==> config.mk <==
export PLATFORM = sky130hd
export DESIGN_NAME = mnc_center_table
export DESIGN_NICKNAME = d
export VERILOG_FILES = /design/src/rtl/mnc_pkg.sv /design/src/rtl/mnc_center_table.sv
export SDC_FILE = /design/constraint.sdc
export NUM_CORES = 2
export LEC_CHECK = 0
export ABC_AREA = 1
export BUFFER_PORTS_ARGS = -buffer_cell sky130_fd_sc_hd__buf_2
export CAP_MARGIN = 10
export CORE_AREA = 2 2 427 429
export CTS_BUF_LIST = sky130_fd_sc_hd__clkbuf_4 sky130_fd_sc_hd__clkbuf_8 sky130_fd_sc_hd__clkbuf_16
export DETAILED_ROUTE_END_ITERATION = 10
export DIE_AREA = 0 0 429 431
export PLACE_DENSITY_LB_ADDON = 0.12
export SLEW_MARGIN = 0
export SYNTH_ARGS = -nofsm -noshare
export SYNTH_HDL_FRONTEND = slang
export SYNTH_SLANG_ARGS = --single-unit
==> constraint.sdc <==
create_clock -name clk -period 1.62 [get_ports clk]
set_input_delay 0.243 -clock clk [delete_from_list [all_inputs] [get_ports clk]]
set_output_delay 0.243 -clock clk [all_outputs]
set_load 0.005 [all_outputs]
==> src/rtl/mnc_pkg.sv <==
`timescale 1ns / 1ps

package mnc_pkg;

  localparam int NUM_CENTERS = 16;
  localparam int COORD_WIDTH = 32;

  // fixed field widths of the channels
  localparam int MODE_W  = 1;
  localparam int INDEX_W = 4;
  localparam int FIELD_W = 32;
  localparam int DIST_W  = 33;

  localparam int IDX_W  = $clog2(NUM_CENTERS);
  localparam int LEAVES = 1 << IDX_W;
  localparam int SUM_W  = COORD_WIDTH + 1;

  typedef logic [COORD_WIDTH-1:0] coord_t;
  typedef logic [SUM_W-1:0]       sum_t;
  typedef logic [IDX_W-1:0]       idx_t;
  typedef logic [INDEX_W-1:0]     index_t;
  typedef logic [FIELD_W-1:0]     field_t;
  typedef logic [DIST_W-1:0]      dist_t;

  localparam logic [MODE_W-1:0] MODE_LOAD     = 1'b0;
  localparam logic [MODE_W-1:0] MODE_CLASSIFY = 1'b1;

  // low COORD_WIDTH bits of an input field
  function automatic coord_t to_coord(field_t f);
    logic [FIELD_W+COORD_WIDTH-1:0] w;
    w = {{COORD_WIDTH{1'b0}}, f};
    return w[COORD_WIDTH-1:0];
  endfunction

  // offset binary: unsigned compare/subtract match signed
  function automatic coord_t bias(coord_t c);
    return {~c[COORD_WIDTH-1], c[COORD_WIDTH-2:0]};
  endfunction

  function automatic dist_t to_dist(sum_t s);
    logic [SUM_W+DIST_W-1:0] w;
    w = {{DIST_W{1'b0}}, s};
    return w[DIST_W-1:0];
  endfunction

  function automatic index_t to_index(idx_t i);
    logic [IDX_W+INDEX_W-1:0] w;
    w = {{INDEX_W{1'b0}}, i};
    return w[INDEX_W-1:0];
  endfunction

endpackage

==> src/rtl/mnc_center_table.sv <==
`timescale 1ns / 1ps

module mnc_center_table (
  input  logic            clk,
  input  logic            rst,
  input  logic            wr_en,
  input  mnc_pkg::index_t wr_index,
  input  mnc_pkg::coord_t wr_x,
  input  mnc_pkg::coord_t wr_y,
  output mnc_pkg::coord_t center_x [mnc_pkg::NUM_CENTERS],
  output mnc_pkg::coord_t center_y [mnc_pkg::NUM_CENTERS]
);

  // out-of-range indexes match no entry and are dropped
  always_ff @(posedge clk) begin
    if (rst) begin
      for (int j = 0; j < mnc_pkg::NUM_CENTERS; j++) begin
        center_x[j] <= '0;
        center_y[j] <= '0;
      end
    end else if (wr_en) begin
      for (int j = 0; j < mnc_pkg::NUM_CENTERS; j++) begin
        if (int'(wr_index) == j) begin
          center_x[j] <= wr_x;
          center_y[j] <= wr_y;
        end
      end
    end
  end

endmodule

# == Yosys cells after proc, flatten, opt, wreduce, memory -nomap -nowiden ==
# Cells that the tools add are included.
# totals
ff_bits,1024
word_cells,64
inputBits,71
output_inout_bits,1024
# op_classes
eq_ne,15
n_reduce_logical,17
# ops
cell,n
$eq A4 B4 Y1 const B,8
$reduce_and A2 Y1,16
$eq A4 B3 Y1 const B,4
$eq A4 B2 Y1 const B,2
$eq A4 B1 Y1 const B,1
$logic_not A4 Y1,1

# == Longest topological paths before layout ==
# depth
depth_word,2
mapped_depth,8
mapped_depth_nobuf,6

# == Worst setup path after synthesis ==
# Ideal clock, no wire load.
# synth_timing
path_type,input to register
from,input wr_index[3]
to,register center_x[416] (netlist bit)
t_arrival_ps,1177
path_buffers,2
required_time_ps,1507
setup_ps,113
path_slack_ps,330
path_stages,6
cell_sequence,nor2_1 > clkbuf_1 > clkbuf_1 > nand4_1 > nand2_1 > nor2_1
# synth_via
elab_chain_cells,2
# synth_lines
item,line,rtl
start: declaration,mnc_center_table.sv:7,"input mnc_pkg::index_t wr_index,"
$eq A4 B3 Y1,mnc_center_table.sv:23,if (int'(wr_index) == j) begin
$reduce_and A2 Y1 (no line),-,
end signal: indexed assignment,mnc_center_table.sv:24,center_x[j] <= wr_x;
end: declaration,mnc_center_table.sv:10,"output mnc_pkg::coord_t center_x [mnc_pkg::NUM_CENTERS],"
# Every way passes these cells.
# A chain may end at the register's enable or synchronous reset.

# == Final worst setup path ==
# layout_timing
from,register center_y[431] (netlist bit)
to,output center_y[431] (netlist bit)
# layout_rtl
item,line,rtl
start: declaration,mnc_center_table.sv:11,output mnc_pkg::coord_t center_y [mnc_pkg::NUM_CENTERS]
start signal: indexed assignment,mnc_center_table.sv:25,center_y[j] <= wr_y;
# No word-level cell between the ends.

==> summary.md <==
| Metric | Value |
|---|---|
| Most common cell in the netlist | nor2_1 |
| TritonCTS buffer count | approximately 120 |
| Initial core utilization | between 20 and 25% |
| Seq pwr share | 43.6% |
| YS warnings | 0 |
| Dpl hpwl | 139 mm |
| Initial DRT Pass Iterations | 5 |
| Worst path bufs/invs | 1 |
| Antenna violations before repair | 10 |
| Clk slew on worst S/H paths | 0.06 ns |
| CP Class | register to output port |
| Area of the die | 0.185 mm2 |
| DRC | 0 |
| Die width | 429 um |
| Status | complete, no violations |
| Post-Route WL | ~190 mm |
| Routability Congestion | 0.829 |
| I/O pin total | 1,095 |
| Reg2Reg Setup Slack | slightly above 0.9 ns |
| Top cells by count, synth | nor2_1, nand2_1, dfxtp_1, inv_1, buf_2 |
| GRT Util Overall | slightly above 20% |
| Top FF cell, synth | dfxtp_1 |
| Worst-skew pair later-pin latency | 0.76 ns |
| Switching share of power | between 20% and 30% |
| Ys async rst share | 0% |
| Setup Fix Bufs, Post-CTS | 0 |
| Leakage power figure | around 28 nW |
| DIE HEIGHT | 431 um |
| Sequential share of the synthesized area | between 50% and 60% |
| Hold Slack | 0.142 ns |
| Final nets | 7,099 |
| Clock sinks | just over 1,000 |
| Crit. path cell count | 1 |
| CP max stage delay | 0.38 ns |
| Netlist cell types | 13 |
| RSZ-0062 raised after global routing | false |
| Max cap viols | 0 |
| GRT overflow | 0 |
| Worst R2R Start | center_y[331] |
| Slew Limit Fails | 0 |
| Syn Area/Cell | 6.76 um2 |
| Worst Path Max Fanout | 2 |
| Clock buffer depth | 3 |
| Worst path cell trace | buf_2 |
| Startpoint Class | register |
| FMAX | 0.655 GHz |
| Period utilization | 94.2% |
| Final hold vios | 0 |
| CTS H-tree lvls | 3 |
| Placement row count | 156 |
| Reg2Reg Depth | 2 |
| Initial DRC Count | 2,227 |
| Layout cells sized above 1 | roughly a quarter |
| Sw Pwr | 15.4 mW |
| Arr. time, crit path | about 1.3 ns |
| Combinational power share | 9.0% |
| Drt wl/cell | about 20 um |
| Hold WC Path Type | primary input to register |
| Wire length of the first global-routing pass | 271 mm |
| Vias | 39,600 |
| Int Power | ~44 mW |
| Area Growth Syn to Fin | 39.7% |
| Mapped Area | roughly 0.040 mm2 |
| Reg2reg end | center_y[331] |
| Synth top area share | 51.7% |
| Core area | 0.180 mm2 |
| Register Area | approximately 0.02 mm2 |
| Worst Skew | 0 ns |
| Hold Crit Start | wr_index[1] |
| WP data required | approximately 1.4 ns |
| Setup-failing EPs final | 0 |
| Count of input and output buffers | 1,094 |
| Worst Max-Slew Pin Slew | 0.546 ns |
| Post-Place Cells | approximately 9,200 |
| #FFs+latches synth | 1,024 |
| Hold Crit Endpoint | center_y[127] |
| Relative slew slack | 63.6% |
| Synth area leaders | dfxtp_1, nor2_1, nand2_1 |
| DR vias/cell | 4.17 |
| Multi-input logic area | 0.0163 mm2 |
| Worst IR Drop VDD | 0.795 mV |
| Largest net degree at the start of global routing | 94 |
| DRT antenna net count | 0 |
| Final cell count without fillers | 9,502 |
| Synth Instances | between 5,000 and 6,000 |
| Fin crit period | about 1.5 ns |
| Vias in the first global route | 36,700 |
| Pwr dens | ~1100 mW/mm2 |
| Root Driver | clkbuf_16 |
| Fin util | 30.8% |
| EDFF count, synth | 0 |
| CTS tree | built |
| Worst Hold Depth | 6 |
| Worst setup EP type | output port |
| Clock power frac | a little under half |
| CP top delay family | flip-flops |
| Post-Syn Nets | 5,940 |
| Pwr Total | 59.8 mW |
| Crit-path slowest cell | dfxtp_1 |
| Cell taking the most area after synthesis | dfxtp_1 |
| Fill cells | a little under 20,000 |
per-stage QoR:
step	TNS, ns	area, um2	setup slack [ns]
global placement	-35.44	50400	-0.150
detailed placement	-35.25	50400	-0.164
global route	0	55400	0.00117
CTS	0	55400	0.000202
floorplan	0	39700	0.330
finish	0	55400	0.0938
what timing repair did:
item,4_1_cts,5_1_grt
hold buffers,66,0
setup endpoints to repair,97,0
gates resized for setup,111,0
endpoints found under the hold margin,222,0
tightest hold or removal path, cell delays in order:
cell and delay, ns:
buf_2 0.16, nor2_4 0.11, nand3_4 0.19, nand2_1 0.08, nand2_1 0.05, nor2_1 0.03
layer usage:
| metal | wire length [um] | GRT usage, % | share of wire [%] | vias up |
|---|---|---|---|---|
| met5 | 0 | 0 | 0 | - |
| met4 | 8580 | 8.78 | 4.4 | 0 |
| met3 | 10100 | 3.98 | 5.2 | 275 |
| met2 | 93200 | 34.4 | 48 | 1029 |
| met1 | 82200 | 24.6 | 42 | 18300 |
| li1 | - | - | - | 20000 |
registers in the layout (all words and copies together) (netlist names):
name and cells:
center_y 512, center_x 512
final cells by class:
| class | instances | area share, % |
|---|---|---|
| diodes | 3 | 0.0135 |
| multi-input cells | 4130 | 29.5 |
| flip-flops and latches | 1024 | 37.2 |
| inverters | 264 | 1.80 |
| clock inverters | 28 | 0.438 |
| clock buffers | 196 | 7.02 |
| well taps | 2370 | 5.35 |
| repair buffers | 1487 | 18.7 |
how the worst max path moves through the flow:
stage                       start       endpoint
CTS                 center_x[134]  center_x[134]
global placement      wr_index[3]  center_x[506]
global route        center_x[257]  center_x[257]
detailed placement    wr_index[3]  center_x[506]
finish              center_y[431]  center_y[431]
floorplan             wr_index[3]  center_x[416]
power groups by stage:
| stage | clock (mW) | sequential, mW | combinational, mW |
|---|---|---|---|
| 2_1_floorplan | 0 | 26.6 | 2.29 |
| 3_3_place_gp | 0 | 26.6 | 5.31 |
| 3_5_place_dp | 0 | 26.6 | 5.32 |
| 4_1_cts | 29.2 | 26.1 | 5.47 |
| 5_1_grt | 30.1 | 26.1 | 5.89 |
| 6_report | 28.3 | 26.1 | 5.39 |
logic make-up after synthesis:
group	count (synthesis)	share of synthesized area, %
simple gates	4130	40.8
flops	1024	51.7
buf+inv	715	7.52
layout by cell type, fill, tap and decap left out, types with 7 or more instances in the layout:
cell type,netlist,layout
inv_1,263,262
dlygate4sd3_1,0,66
buf_12,0,133
dfxtp_1,1024,964
nand3_1,135,132
clkinv_2,0,18
buf_4,12,230
clkbuf_4,0,31
nand4_1,192,192
nor2_4,4,19
buf_6,0,7
nand2_1,1736,1736
clkbuf_8,0,42
nor2_1,2061,2048
buf_2,202,1051
dfxtp_2,0,56
clkbuf_16,0,123
Power figures use the tool's default switching activity.
