**src/rtl/mnc_pkg.sv**
```systemverilog
`timescale 1ns / 1ps

package mnc_pkg;

  localparam int NUM_CENTERS = 16;
  localparam int COORD_WIDTH = 32;

  // fixed field widths of the channels
  localparam int MODE_W  = 1;
  localparam int INDEX_W = 4;
  localparam int FIELD_W = 32;
  localparam int DIST_W  = 33;

  localparam int IDX_W  = $clog2(NUM_CENTERS);
  localparam int LEAVES = 1 << IDX_W;
  localparam int SUM_W  = COORD_WIDTH + 1;

  typedef logic [COORD_WIDTH-1:0] coord_t;
  typedef logic [SUM_W-1:0]       sum_t;
  typedef logic [IDX_W-1:0]       idx_t;
  typedef logic [INDEX_W-1:0]     index_t;
  typedef logic [FIELD_W-1:0]     field_t;
  typedef logic [DIST_W-1:0]      dist_t;

  localparam logic [MODE_W-1:0] MODE_LOAD     = 1'b0;
  localparam logic [MODE_W-1:0] MODE_CLASSIFY = 1'b1;

  // low COORD_WIDTH bits of an input field
  function automatic coord_t to_coord(field_t f);
    logic [FIELD_W+COORD_WIDTH-1:0] w;
    w = {{COORD_WIDTH{1'b0}}, f};
    return w[COORD_WIDTH-1:0];
  endfunction

  // offset binary: unsigned compare/subtract match signed
  function automatic coord_t bias(coord_t c);
    return {~c[COORD_WIDTH-1], c[COORD_WIDTH-2:0]};
  endfunction

  function automatic dist_t to_dist(sum_t s);
    logic [SUM_W+DIST_W-1:0] w;
    w = {{DIST_W{1'b0}}, s};
    return w[DIST_W-1:0];
  endfunction

  function automatic index_t to_index(idx_t i);
    logic [IDX_W+INDEX_W-1:0] w;
    w = {{INDEX_W{1'b0}}, i};
    return w[INDEX_W-1:0];
  endfunction

endpackage

```
**src/rtl/mnc_argmin.sv**
```systemverilog
`timescale 1ns / 1ps

module mnc_argmin (
  input  logic          clk,
  input  logic          rst,
  input  logic          in_valid,
  output logic          in_ready,
  input  mnc_pkg::sum_t in_dist [mnc_pkg::NUM_CENTERS],
  output logic          out_valid,
  input  logic          out_ready,
  output mnc_pkg::idx_t out_id,
  output mnc_pkg::sum_t out_dist
);

  localparam int LV = mnc_pkg::IDX_W;
  localparam int NL = mnc_pkg::LEAVES;

  logic [LV:1]   vld;
  logic [LV:0]   vchain;
  logic [LV+1:1] take;

  mnc_pkg::sum_t tr_d [1:LV][NL];
  mnc_pkg::idx_t tr_i [1:LV][NL];
  mnc_pkg::sum_t nd   [LV+1][NL];
  mnc_pkg::idx_t ni   [LV+1][NL];

  assign vchain = {vld, in_valid};
  assign take[LV+1] = out_ready;

  genvar g;
  generate
    for (g = 1; g <= LV; g++) begin : g_take
      assign take[g] = !vld[g] || take[g+1];
    end
  endgenerate

  assign in_ready = take[1];

  // padding leaves hold all ones, above any real distance; they sit to the right
  always_comb begin
    for (int k = 0; k < NL; k++) begin
      nd[0][k] = (k < mnc_pkg::NUM_CENTERS) ? in_dist[k % mnc_pkg::NUM_CENTERS] : '1;
      ni[0][k] = LV'(k);
    end
    for (int l = 1; l <= LV; l++) begin
      for (int k = 0; k < NL; k++) begin
        nd[l][k] = tr_d[l][k];
        ni[l][k] = tr_i[l][k];
      end
    end
  end

  always_ff @(posedge clk) begin
    if (rst) begin
      vld <= '0;
    end else begin
      for (int l = 1; l <= LV; l++) begin
        if (take[l]) vld[l] <= vchain[l-1];
      end
    end
  end

  // strict compare keeps the left (lower index) node on ties
  always_ff @(posedge clk) begin
    for (int l = 1; l <= LV; l++) begin
      if (take[l]) begin
        for (int k = 0; k < (NL >> l); k++) begin
          if (nd[l-1][2*k+1] < nd[l-1][2*k]) begin
            tr_d[l][k] <= nd[l-1][2*k+1];
            tr_i[l][k] <= ni[l-1][2*k+1];
          end else begin
            tr_d[l][k] <= nd[l-1][2*k];
            tr_i[l][k] <= ni[l-1][2*k];
          end
        end
      end
    end
  end

  assign out_valid = vld[LV];
  assign out_id    = tr_i[LV][0];
  assign out_dist  = tr_d[LV][0];

endmodule

```
**config.mk**
```make
export PLATFORM = sky130hd
export DESIGN_NAME = mnc_argmin
export DESIGN_NICKNAME = d
export VERILOG_FILES = /design/src/rtl/mnc_pkg.sv /design/src/rtl/mnc_argmin.sv
export SDC_FILE = /design/constraint.sdc
export NUM_CORES = 1
export LEC_CHECK = 0
export ABC_AREA = 1
export BUFFER_PORTS_ARGS = -buffer_cell sky130_fd_sc_hd__buf_4
export CAP_MARGIN = 20
export CELL_PAD_IN_SITES_DETAIL_PLACEMENT = 1
export CELL_PAD_IN_SITES_GLOBAL_PLACEMENT = 2
export CORE_MARGIN = 1.5
export CORE_UTILIZATION = 34
export CTS_CLUSTER_DIAMETER = 120
export DETAILED_ROUTE_END_ITERATION = 6
export GPL_TIMING_DRIVEN = 0
export PLACE_DENSITY = 0.81
export SYNTH_ARGS = -nofsm -noshare
export SYNTH_HDL_FRONTEND = slang
export SYNTH_SLANG_ARGS = --single-unit
```
**constraint.sdc**
```tcl
create_clock -name clk -period 8.4 [get_ports clk]
set_input_delay 1.26 -clock clk [delete_from_list [all_inputs] [get_ports clk]]
set_output_delay 1.26 -clock clk [all_outputs]
set_load 0.02 [all_outputs]
```
### Word-level counts from Yosys, hierarchy flattened

Memory sizes are Yosys's and may differ from the RTL's.
Cells that the tools add are included.

| storage, ports and cells | value |
|---|---|
| bits in registers | 4 |
| RAM bits | 1136 |
| bits of input ports | 532 |
| output and inout bits | 39 |
| word-level logic and storage cells | 179 |
| memories | 2 |

Memories:

| memory | depth | width | rd ports | clocked after Yosys merged registers in | wr ports | RTL line | source |
|---|---|---|---|---|---|---|---|
| tr_d | 4 | 264 | 4 | 0 | 4 | mnc_argmin.sv:22 | `mnc_pkg::sum_t tr_d [1:LV][NL];` |
| tr_i | 4 | 20 | 4 | 0 | 4 | mnc_argmin.sv:23 | `mnc_pkg::idx_t tr_i [1:LV][NL];` |

| operators by class | value |
|---|---|
| magnitude comparators | 15 |
| muxes and demuxes | 120 |
| bitwise operators | 30 |
| reductions and logical operators | 8 |

Operators by type and width:

| kind | count |
|---|---|
| less-than comparator 33 bit | 15 |
| two-way mux 33 bit | 15 |
| two-way mux 1 bit | 94 |
| two-way mux 4 bit | 11 |
| OR 1 bit | 30 |
| logical NOT 1 bit | 4 |
| logical OR 1 bit | 4 |

### Depth between registers and ports, before layout

Gate-level depths: netlist of run 1.

| depth | value |
|---|---|
| depth after elaboration | 8 |
| gate-level depth with buffers | 16 |

### Worst setup path before layout of run 1

No wires, ideal clock.

| path | value |
|---|---|
| kind | input to register |
| start point | in out_ready |
| end point | reg, netlist name tr_d[0][660] |
| arrival | 5725 ps |
| slack | 2116 ps |
| stages | 7 |
| cell sequence | nor2_2 inv_2 nor2_2 inv_2 nor2_4 inv_2 clkbuf_1 |

RTL lines:

| item | RTL line | source |
|---|---|---|
| start, declared | mnc_argmin.sv:10 | `input logic out_ready,` |

### Final worst setup path of run 1

| path | value |
|---|---|
| start point | in out_ready |
| end point | out in_ready |

| on the way | value |
|---|---|
| word-level cells in the longest chain between the ends | 4 |

RTL lines:

| item | RTL line | source |
|---|---|---|
| logical OR 1 bit (4 in series) | mnc_argmin.sv:33 | `assign take[g] = !vld[g] \|\| take[g+1];` |
| end, declared | mnc_argmin.sv:7 | `output logic in_ready,` |

No other way between the ends.

==> impl_metrics.csv, run 1 <==
group,metric,value,unit
cts,clkLatencyLatePin,650,ps
route,drc,0,
pwr,share_clk_of_total_power,0.244,
final_layout,seq_area,15700,µm²
synth,proportion_of_netlist_area_held_by_the_largest_area_contributor,0.425,
synth,synth_cell_types,24,
timing,final-hold-violation-count,0,
flow_run,max_cap_viol,0,
synth,synth_top_cells_by_area,"sky130_fd_sc_hd__edfxtp_1, sky130_fd_sc_hd__nand2_1, sky130_fd_sc_hd__ha_1",
timing,finalSetupViolations,0,
placed_design,place.port_buffers,570,
route,vias,31757,
timing,hold_slack,497,ps
grt,number_of_global_route_vias_before_repair,32683,
route,routed_wl,126000,µm
worst_setup_path,arrival,2220,ps
final_layout,most_frequent_standard_cell_in_the_layout_excluding_fill_and_tap_cells,"sky130_fd_sc_hd__nand2_1",
final_layout,stdcell_count,6692,
final_layout,total_area_of_multi_input_combinational_cells,17600,µm²
grt,number_of_antenna_violations_at_the_first_check_in_global_routing,7,
cts,cts_sink_cnt,525,
run_status,status,"complete, no violations",
floorplanning,fp.dieArea,110000,µm²
final_layout,final_nets,6244,
cts,cts_hold_buffers,0,
floorplanning,fp-row-count,120,
worst_setup_path,worstPathMaxFanout,4,
worst_setup_path,critPathRequiredTime,7140,ps
placed_design,gp_congestion,0.846,
synth,synthesis.instances,4592,
route,routed_via_density,4.75,
pwr,power.switching_fraction,0.387,
worst_setup_path,worstSetupPathType,"input port to primary output",
timing,relSlewSlack,0.457,
placed_design,dp.final_hpwl,105000,µm
floorplanning,floorplan.initialDensity,0.344,
route,residual_antenna_violating_net_count_after_detailed_routing,0,
pwr,power.density_cell_area,253,nW/µm²
final_layout,layout_common_cells,"sky130_fd_sc_hd__nand2_1, sky130_fd_sc_hd__inv_1, sky130_fd_sc_hd__buf_4",
final_layout,drive_gt1_frac,0.162,
synth,synthDominantAreaCellType,"sky130_fd_sc_hd__edfxtp_1",
floorplanning,num_io_pins,571,
cts,clk_pin_slew,70,ps
pwr,leakage_power_of_the_design,24.3,nW
cts,tritoncts,"yes",
floorplanning,die-height,332,µm
route,routed_wire_length_per_instance,18.9,µm
pwr,share_of_total_power_in_combinational_logic,0.365,
timing,fmaxAchievable,288,MHz
final_layout,fillerInstances,13018,
worst_setup_path,startpoint_type,"input port",
grt,grt_first_pass_wirelength,190000,µm
timing,timing.final.crit_share,0.414,
pwr,worst_ir_drop_vdd,0.179,mV
synth,yosys_warnings,0,
timing,final-max-slew-violation-count,0,
timing,clock-skew-final,18.7,ps
cts,cts_resized,0,
grt,grt.overflow.total,0,
worst_hold_path,worstHoldPathType,"flop to flop",
pwr,cellInternalPower,7.02,mW
pwr,sequential_group_share_of_total_power,0.391,
worst_setup_path,critical_path.endpoint_type,"primary output",
timing,rsz0062_at_grt,"false",
grt,maximum_number_of_pins_on_one_net_before_global_route_repair,122,
grt,globalRouteTotalUtil,0.225,
synth,synth.ff_latch_count,525,
floorplanning,die_x,332,µm
synth,postSynthAreaPerCell,8.02,µm²
timing,timing.final.crit_period,3480,ps
route,drt_first_pass_iters,7,
floorplanning,core-area,107000,µm²
synth,synth_fp_nets,5604,
timing,worst_pin_slew,814,ps
cts,cts_max_level,2,
synth,syn-cell-area,36800,µm²
placed_design,dpl.cell_count,6572,
final_layout,area.growth.synth_to_final,22.6,%
synth,synth_sequential_area_ratio,0.427,
route,first_iter_violations,1667,
pwr,total_switching_power,4.42,mW
cts,clockRootBuffer,"sky130_fd_sc_hd__clkbuf_16",
cts,numCtsBuffers,61,
cts,post_cts.repair.setup_buffers,0,
cts,cts.path.max_buffers,3,
[through the flow]
step	utilization	setup TNS, ps	setup slack [ps]	area [µm²]	power (mW)
floorplan	-	0	2120	36800	6.79
global placement	0.400	-34960	-457	42900	8.60
detailed placement	0.402	0	4640	43100	8.73
CTS	0.421	0	4920	45200	11.6
global route	0.421	0	4810	45200	12.2
finish	0.421	0	4920	45200	11.4
[final cells by class]
| cell class | instances | area share |
|---|---|---|
| clock buffer | 72 | 0.0356 |
| tap | 1403 | 0.0389 |
| buffer | 147 | 0.0197 |
| antenna | 5 | 0.000277 |
| clock inverter | 43 | 0.0106 |
| timing repair buffer | 577 | 0.0985 |
| sequential | 525 | 0.348 |
| inverter | 698 | 0.0580 |
| multi-input combinational | 3222 | 0.390 |
[kinds of logic (layout without fill, tap and decap cells)]
| family | Yosys count | in the layout | share of synthesized area |
|---|---|---|---|
| buffers and inverters | 845 | 1537 | 0.0948 |
| adders and majority gates | 480 | 480 | 0.163 |
| AOI/OAI and AO/OA | 229 | 229 | 0.0342 |
| and+or+nand+nor | 2513 | 2513 | 0.281 |
| DFF | 525 | 525 | 0.427 |
| other | 0 | 5 | 0 |
[power by group through the flow]
stage,logic (mW),registers (mW),clock network [mW]
5_1_grt,4.77,4.53,2.94
2_1_floorplan,2.54,4.24,0
3_5_place_dp,4.21,4.52,0
6_report,4.18,4.47,2.79
4_1_cts,4.24,4.47,2.87
3_3_place_gp,4.09,4.51,0
[sequential cells by signal (all words and copies together), names as in the netlist]
register and count:
tr_i 26, tr_d 495, vld 4
[synthesized netlist by cell type, drive strengths merged]
cell    number
nor2       213
buf        138
clkbuf       9
dfxtp        4
a21boi      15
edfxtp     521
nand3      521
ha         480
o21ai       15
inv        698
nand2     1779
a21o        30
a21oi      169
[worst paths after layout]
kind / start / to / slack, ps / cells after the start
min reg2reg: vld[3]$_SDFFE_PP0P_ / vld[4]$_SDFFE_PP0P_ / 500 / 2
max: out_ready / in_ready / 4920 / 8
min: vld[3]$_SDFFE_PP0P_ / vld[4]$_SDFFE_PP0P_ / 500 / 2
max reg2reg: vld[4]$_SDFFE_PP0P_ / tr_d[0][475]$_DFFE_PP_ / 5480 / 10
[critical path, stage by stage]
cell,delay [ps]
sky130_fd_sc_hd__buf_4,110
sky130_fd_sc_hd__nor2_2,110
sky130_fd_sc_hd__inv_2,110
sky130_fd_sc_hd__nor2_2,110
sky130_fd_sc_hd__inv_2,100
sky130_fd_sc_hd__nor2_4,160
sky130_fd_sc_hd__nand2_1,80
sky130_fd_sc_hd__buf_4,170
[per-layer routing]
| metal | vias to the layer above | GRT usage | routed length (µm) |
|---|---|---|---|
| met5 | - | 0 | 7 |
| met1 | 15015 | 0.307 | 59400 |
| met4 | 2 | 0.0438 | 1910 |
| li1 | 16087 | - | - |
| met3 | 108 | 0.0305 | 5460 |
| met2 | 545 | 0.381 | 59700 |
(Power assumes the default switching activity.)
==> run 2, diff against run 1 <==
--- a/config.mk
+++ b/config.mk
@@ -5,17 +5,17 @@
 export SDC_FILE = /design/constraint.sdc
 export NUM_CORES = 1
 export LEC_CHECK = 0
-export ABC_AREA = 1
+export ABC_AREA = 0
 export BUFFER_PORTS_ARGS = -buffer_cell sky130_fd_sc_hd__buf_4
 export CAP_MARGIN = 20
 export CELL_PAD_IN_SITES_DETAIL_PLACEMENT = 1
 export CELL_PAD_IN_SITES_GLOBAL_PLACEMENT = 2
 export CORE_MARGIN = 1.5
-export CORE_UTILIZATION = 34
+export CORE_UTILIZATION = 39
 export CTS_CLUSTER_DIAMETER = 120
 export DETAILED_ROUTE_END_ITERATION = 6
 export GPL_TIMING_DRIVEN = 0
-export PLACE_DENSITY = 0.81
+export PLACE_DENSITY = 0.82
 export SYNTH_ARGS = -nofsm -noshare
 export SYNTH_HDL_FRONTEND = slang
 export SYNTH_SLANG_ARGS = --single-unit
==> constraint.sdc (replaced) <==
create_clock -name clk -period 3.6 [get_ports clk]
set_input_delay 0.54 -clock clk [delete_from_list [all_inputs] [get_ports clk]]
set_output_delay 0.54 -clock clk [all_outputs]
set_load 0.02 [all_outputs]
==> impl_metrics.csv, run 2 <==
group,metric,value,unit
flow_run,max_cap_viol,0,
route,drt_first_pass_iters,4,
worst_hold_path,worstHoldPathType,"input port to flop",
synth,postSynthAreaPerCell,12.3,µm²
worst_setup_path,critical_path.endpoint_type,"flop",
final_layout,stdcell_count,4734,
route,routed_wire_length_per_instance,21.6,µm
synth,synth_top_cells_by_area,"sky130_fd_sc_hd__edfxtp_1, sky130_fd_sc_hd__ha_1, sky130_fd_sc_hd__mux2_4",
route,drc,0,
cts,cts_hold_buffers,0,
floorplanning,num_io_pins,571,
route,vias,23967,
worst_setup_path,critPathRequiredTime,3940,ps
timing,relSlewSlack,0.360,
route,first_iter_violations,1111,
grt,globalRouteTotalUtil,0.216,
floorplanning,die-height,304,µm
synth,synth_most_common_cell,"sky130_fd_sc_hd__inv_1",
route,routed_wl,102000,µm
synth,synthDominantAreaCellType,"sky130_fd_sc_hd__edfxtp_1",
timing,finalSetupViolations,0,
pwr,power.density_cell_area,575,nW/µm²
worst_setup_path,worstPathMaxFanout,118,
synth,number_of_synthesized_flops_with_an_enable_pin,521,
cts,cts.path.max_buffers,3,
timing,fmaxAchievable,290,MHz
synth,proportion_of_netlist_area_held_by_the_largest_area_contributor,0.443,
timing,worst_pin_slew,950,ps
route,routed_via_density,5.06,
synth,synth_fp_nets,3883,
synth,synthesis.instances,2871,
grt,grt.overflow.total,0,
cts,cts_sink_cnt,525,
timing,final-hold-violation-count,0,
timing,rsz0062_at_grt,"false",
timing,timing.final.crit_period,3450,ps
run_status,status,"complete, no violations",
synth,syn-cell-area,35300,µm²
floorplanning,die_x,304,µm
worst_setup_path,arrival,3790,ps
cts,clkLatencyLatePin,610,ps
final_layout,area.growth.synth_to_final,22.4,%
synth,synth_top_flop_cell,"sky130_fd_sc_hd__edfxtp_1",
synth,synth_cell_types,38,
final_layout,final_nets,4518,
pwr,worst_ir_drop_vdd,0.403,mV
final_layout,most_frequent_standard_cell_in_the_layout_excluding_fill_and_tap_cells,"sky130_fd_sc_hd__buf_4",
timing,final-max-slew-violation-count,0,
timing,clock-skew-final,19.3,ps
final_layout,drive_gt1_frac,0.349,
final_layout,total_area_of_multi_input_combinational_cells,17100,µm²
grt,grt_first_pass_wirelength,151000,µm
final_layout,post-route-util,0.480,
placed_design,dp.final_hpwl,85200,µm
synth,post_synth_most_frequent_cells,"sky130_fd_sc_hd__inv_1, sky130_fd_sc_hd__edfxtp_1, sky130_fd_sc_hd__ha_1, sky130_fd_sc_hd__mux2_4, sky130_fd_sc_hd__a21oi_1",
cts,cts_max_level,2,
grt,number_of_global_route_vias_before_repair,25566,
cts,post_cts.repair.setup_buffers,0,
worst_setup_path,startpoint_type,"flop",
final_layout,largest-register,"tr_d",
cts,tritoncts,"yes",
cts,clk_pin_slew,60,ps
worst_setup_path,worstSetupPathType,"flop to flop",
grt,number_of_antenna_violations_at_the_first_check_in_global_routing,11,
final_layout,layout_top_registers,"tr_d: 495 flops, tr_i: 26 flops, vld: 4 flops",
pwr,leakage_power_of_the_design,20.9,nW
route,residual_antenna_violating_net_count_after_detailed_routing,0,
placed_design,place.port_buffers,570,
grt,maximum_number_of_pins_on_one_net_before_global_route_repair,119,
timing,hold_slack,123,ps
placed_design,gp_congestion,0.838,
floorplanning,fp.dieArea,92300,µm²
synth,yosys_warnings,0,
final_layout,largest_register_ff_count,495,
final_layout,seq_area,15700,µm²
floorplanning,core-area,89900,µm²
cts,numCtsBuffers,58,
synth,synth.ff_latch_count,525,
timing,timing.final.crit_share,0.957,
placed_design,dpl.cell_count,4622,
final_layout,fillerInstances,9588,
final_layout,layout_common_cells,"sky130_fd_sc_hd__buf_4, sky130_fd_sc_hd__inv_1, sky130_fd_sc_hd__edfxtp_1",
placed_design,place_ws,-1080,ps
floorplanning,floorplan.initialDensity,0.393,
floorplanning,fp-row-count,110,
cts,clockRootBuffer,"sky130_fd_sc_hd__clkbuf_16",
timing,layout_setup_ws,153,ps
synth,postSynth.asyncResetShare,0,
synth,synth_sequential_area_ratio,0.446,
==> run 2: changes by cell type in the layout (fill, tap and decap cells not counted), moves of 21 or more <==
cell,before,now
sky130_fd_sc_hd__mux2_2,0,187
sky130_fd_sc_hd__mux2_4,0,319
sky130_fd_sc_hd__o21ai_0,15,87
sky130_fd_sc_hd__nand4_1,0,79
sky130_fd_sc_hd__nand3_1,521,30
sky130_fd_sc_hd__nor2_1,210,21
sky130_fd_sc_hd__a21o_1,30,0
sky130_fd_sc_hd__a21oi_1,169,247
sky130_fd_sc_hd__nand2_1,1748,177
sky130_fd_sc_hd__a221oi_1,0,30
sky130_fd_sc_hd__buf_4,601,570
sky130_fd_sc_hd__inv_1,695,534
sky130_fd_sc_hd__buf_2,96,3
sky130_fd_sc_hd__nand2_4,22,1
==> run 2: path summary, 6_finish.rpt <==
| kind | slack, ps | end | cells past startpoint | from |
|---|---|---|---|---|
| max reg2reg | 150 | tr_d[0][344]$_DFFE_PP_ | 7 | vld[4]$_SDFFE_PP0P_ |
| max | 150 | tr_d[0][344]$_DFFE_PP_ | 7 | vld[4]$_SDFFE_PP0P_ |
| min reg2reg | 490 | vld[3]$_SDFFE_PP0P_ | 2 | vld[2]$_SDFFE_PP0P_ |
| min | 120 | vld[1]$_SDFFE_PP0N_ | 2 | rst |
==> run 2: routing by layer <==
| metal | routed length, µm | track usage | vias up |
|---|---|---|---|
| met5 | 26 | 0 | - |
| met4 | 2480 | 0.0556 | 4 |
| met3 | 4280 | 0.0338 | 134 |
| met2 | 49600 | 0.372 | 473 |
| met1 | 45700 | 0.282 | 11639 |
| li1 | - | - | 11717 |
==> run 2: final cells by class <==
type | instances | share of cell area
Timing Repair Buffer | 575 | 0.102
Clock buffer | 66 | 0.0358
Tap cell | 1176 | 0.0341
Antenna cell | 4 | 0.000232
Buffer | 45 | 0.0112
Inverter | 537 | 0.0469
Multi-Input combinational cell | 1764 | 0.396
Clock inverter | 42 | 0.00893
Sequential cell | 525 | 0.364
==> run 2: logic make-up (layout without fill, tap and decap cells) <==
kind of cell	after synthesis	in the layout	share of synthesized area
buffers and inverters	583	1265	0.0707
adders and majority gates	480	480	0.170
DFF	525	525	0.446
muxes	506	506	0.195
other	0	4	0
AOI/OAI and AO/OA	417	417	0.0684
and+or+nand+nor	360	361	0.0495
==> run 2: metrics by stage <==
step | setup TNS (ps) | cell area [µm²] | power, mW
2_1_floorplan | 0 | 35300 | 15.4
3_3_place_gp | -388500 | 41000 | 18.7
3_5_place_dp | -55420 | 41200 | 18.9
4_1_cts | 0 | 43100 | 25.1
5_1_grt | 0 | 43200 | 26.2
6_report | 0 | 43200 | 24.8
==> run 2: power by group <==
part,internal [mW],leakage [nW],switching (mW)
sequential,8.69,5.54,0.983
clock,3.56,0.929,2.48
combinational,4.61,14.4,4.48
total,16.9,20.9,7.94
==> run 2: worst max-delay path, cell delays in order (launching register included) <==
cell and delay, ps:
sky130_fd_sc_hd__dfxtp_1 320, sky130_fd_sc_hd__nor2b_1 270, sky130_fd_sc_hd__and3_2 440, sky130_fd_sc_hd__nand2_8 270
sky130_fd_sc_hd__buf_16 290, sky130_fd_sc_hd__o31ai_2 460, sky130_fd_sc_hd__clkbuf_4 410, sky130_fd_sc_hd__mux2_2 390
==> run 2: what timing repair did <==
| item | CTS | global route |
|---|---|---|
| cloned | 0 | 1 |
| gates resized for setup | 10 | 5 |
| pin swaps | 0 | 1 |
| endpoints found under the setup margin | 88 | 87 |
| hold endpoints to repair | 0 | 0 |
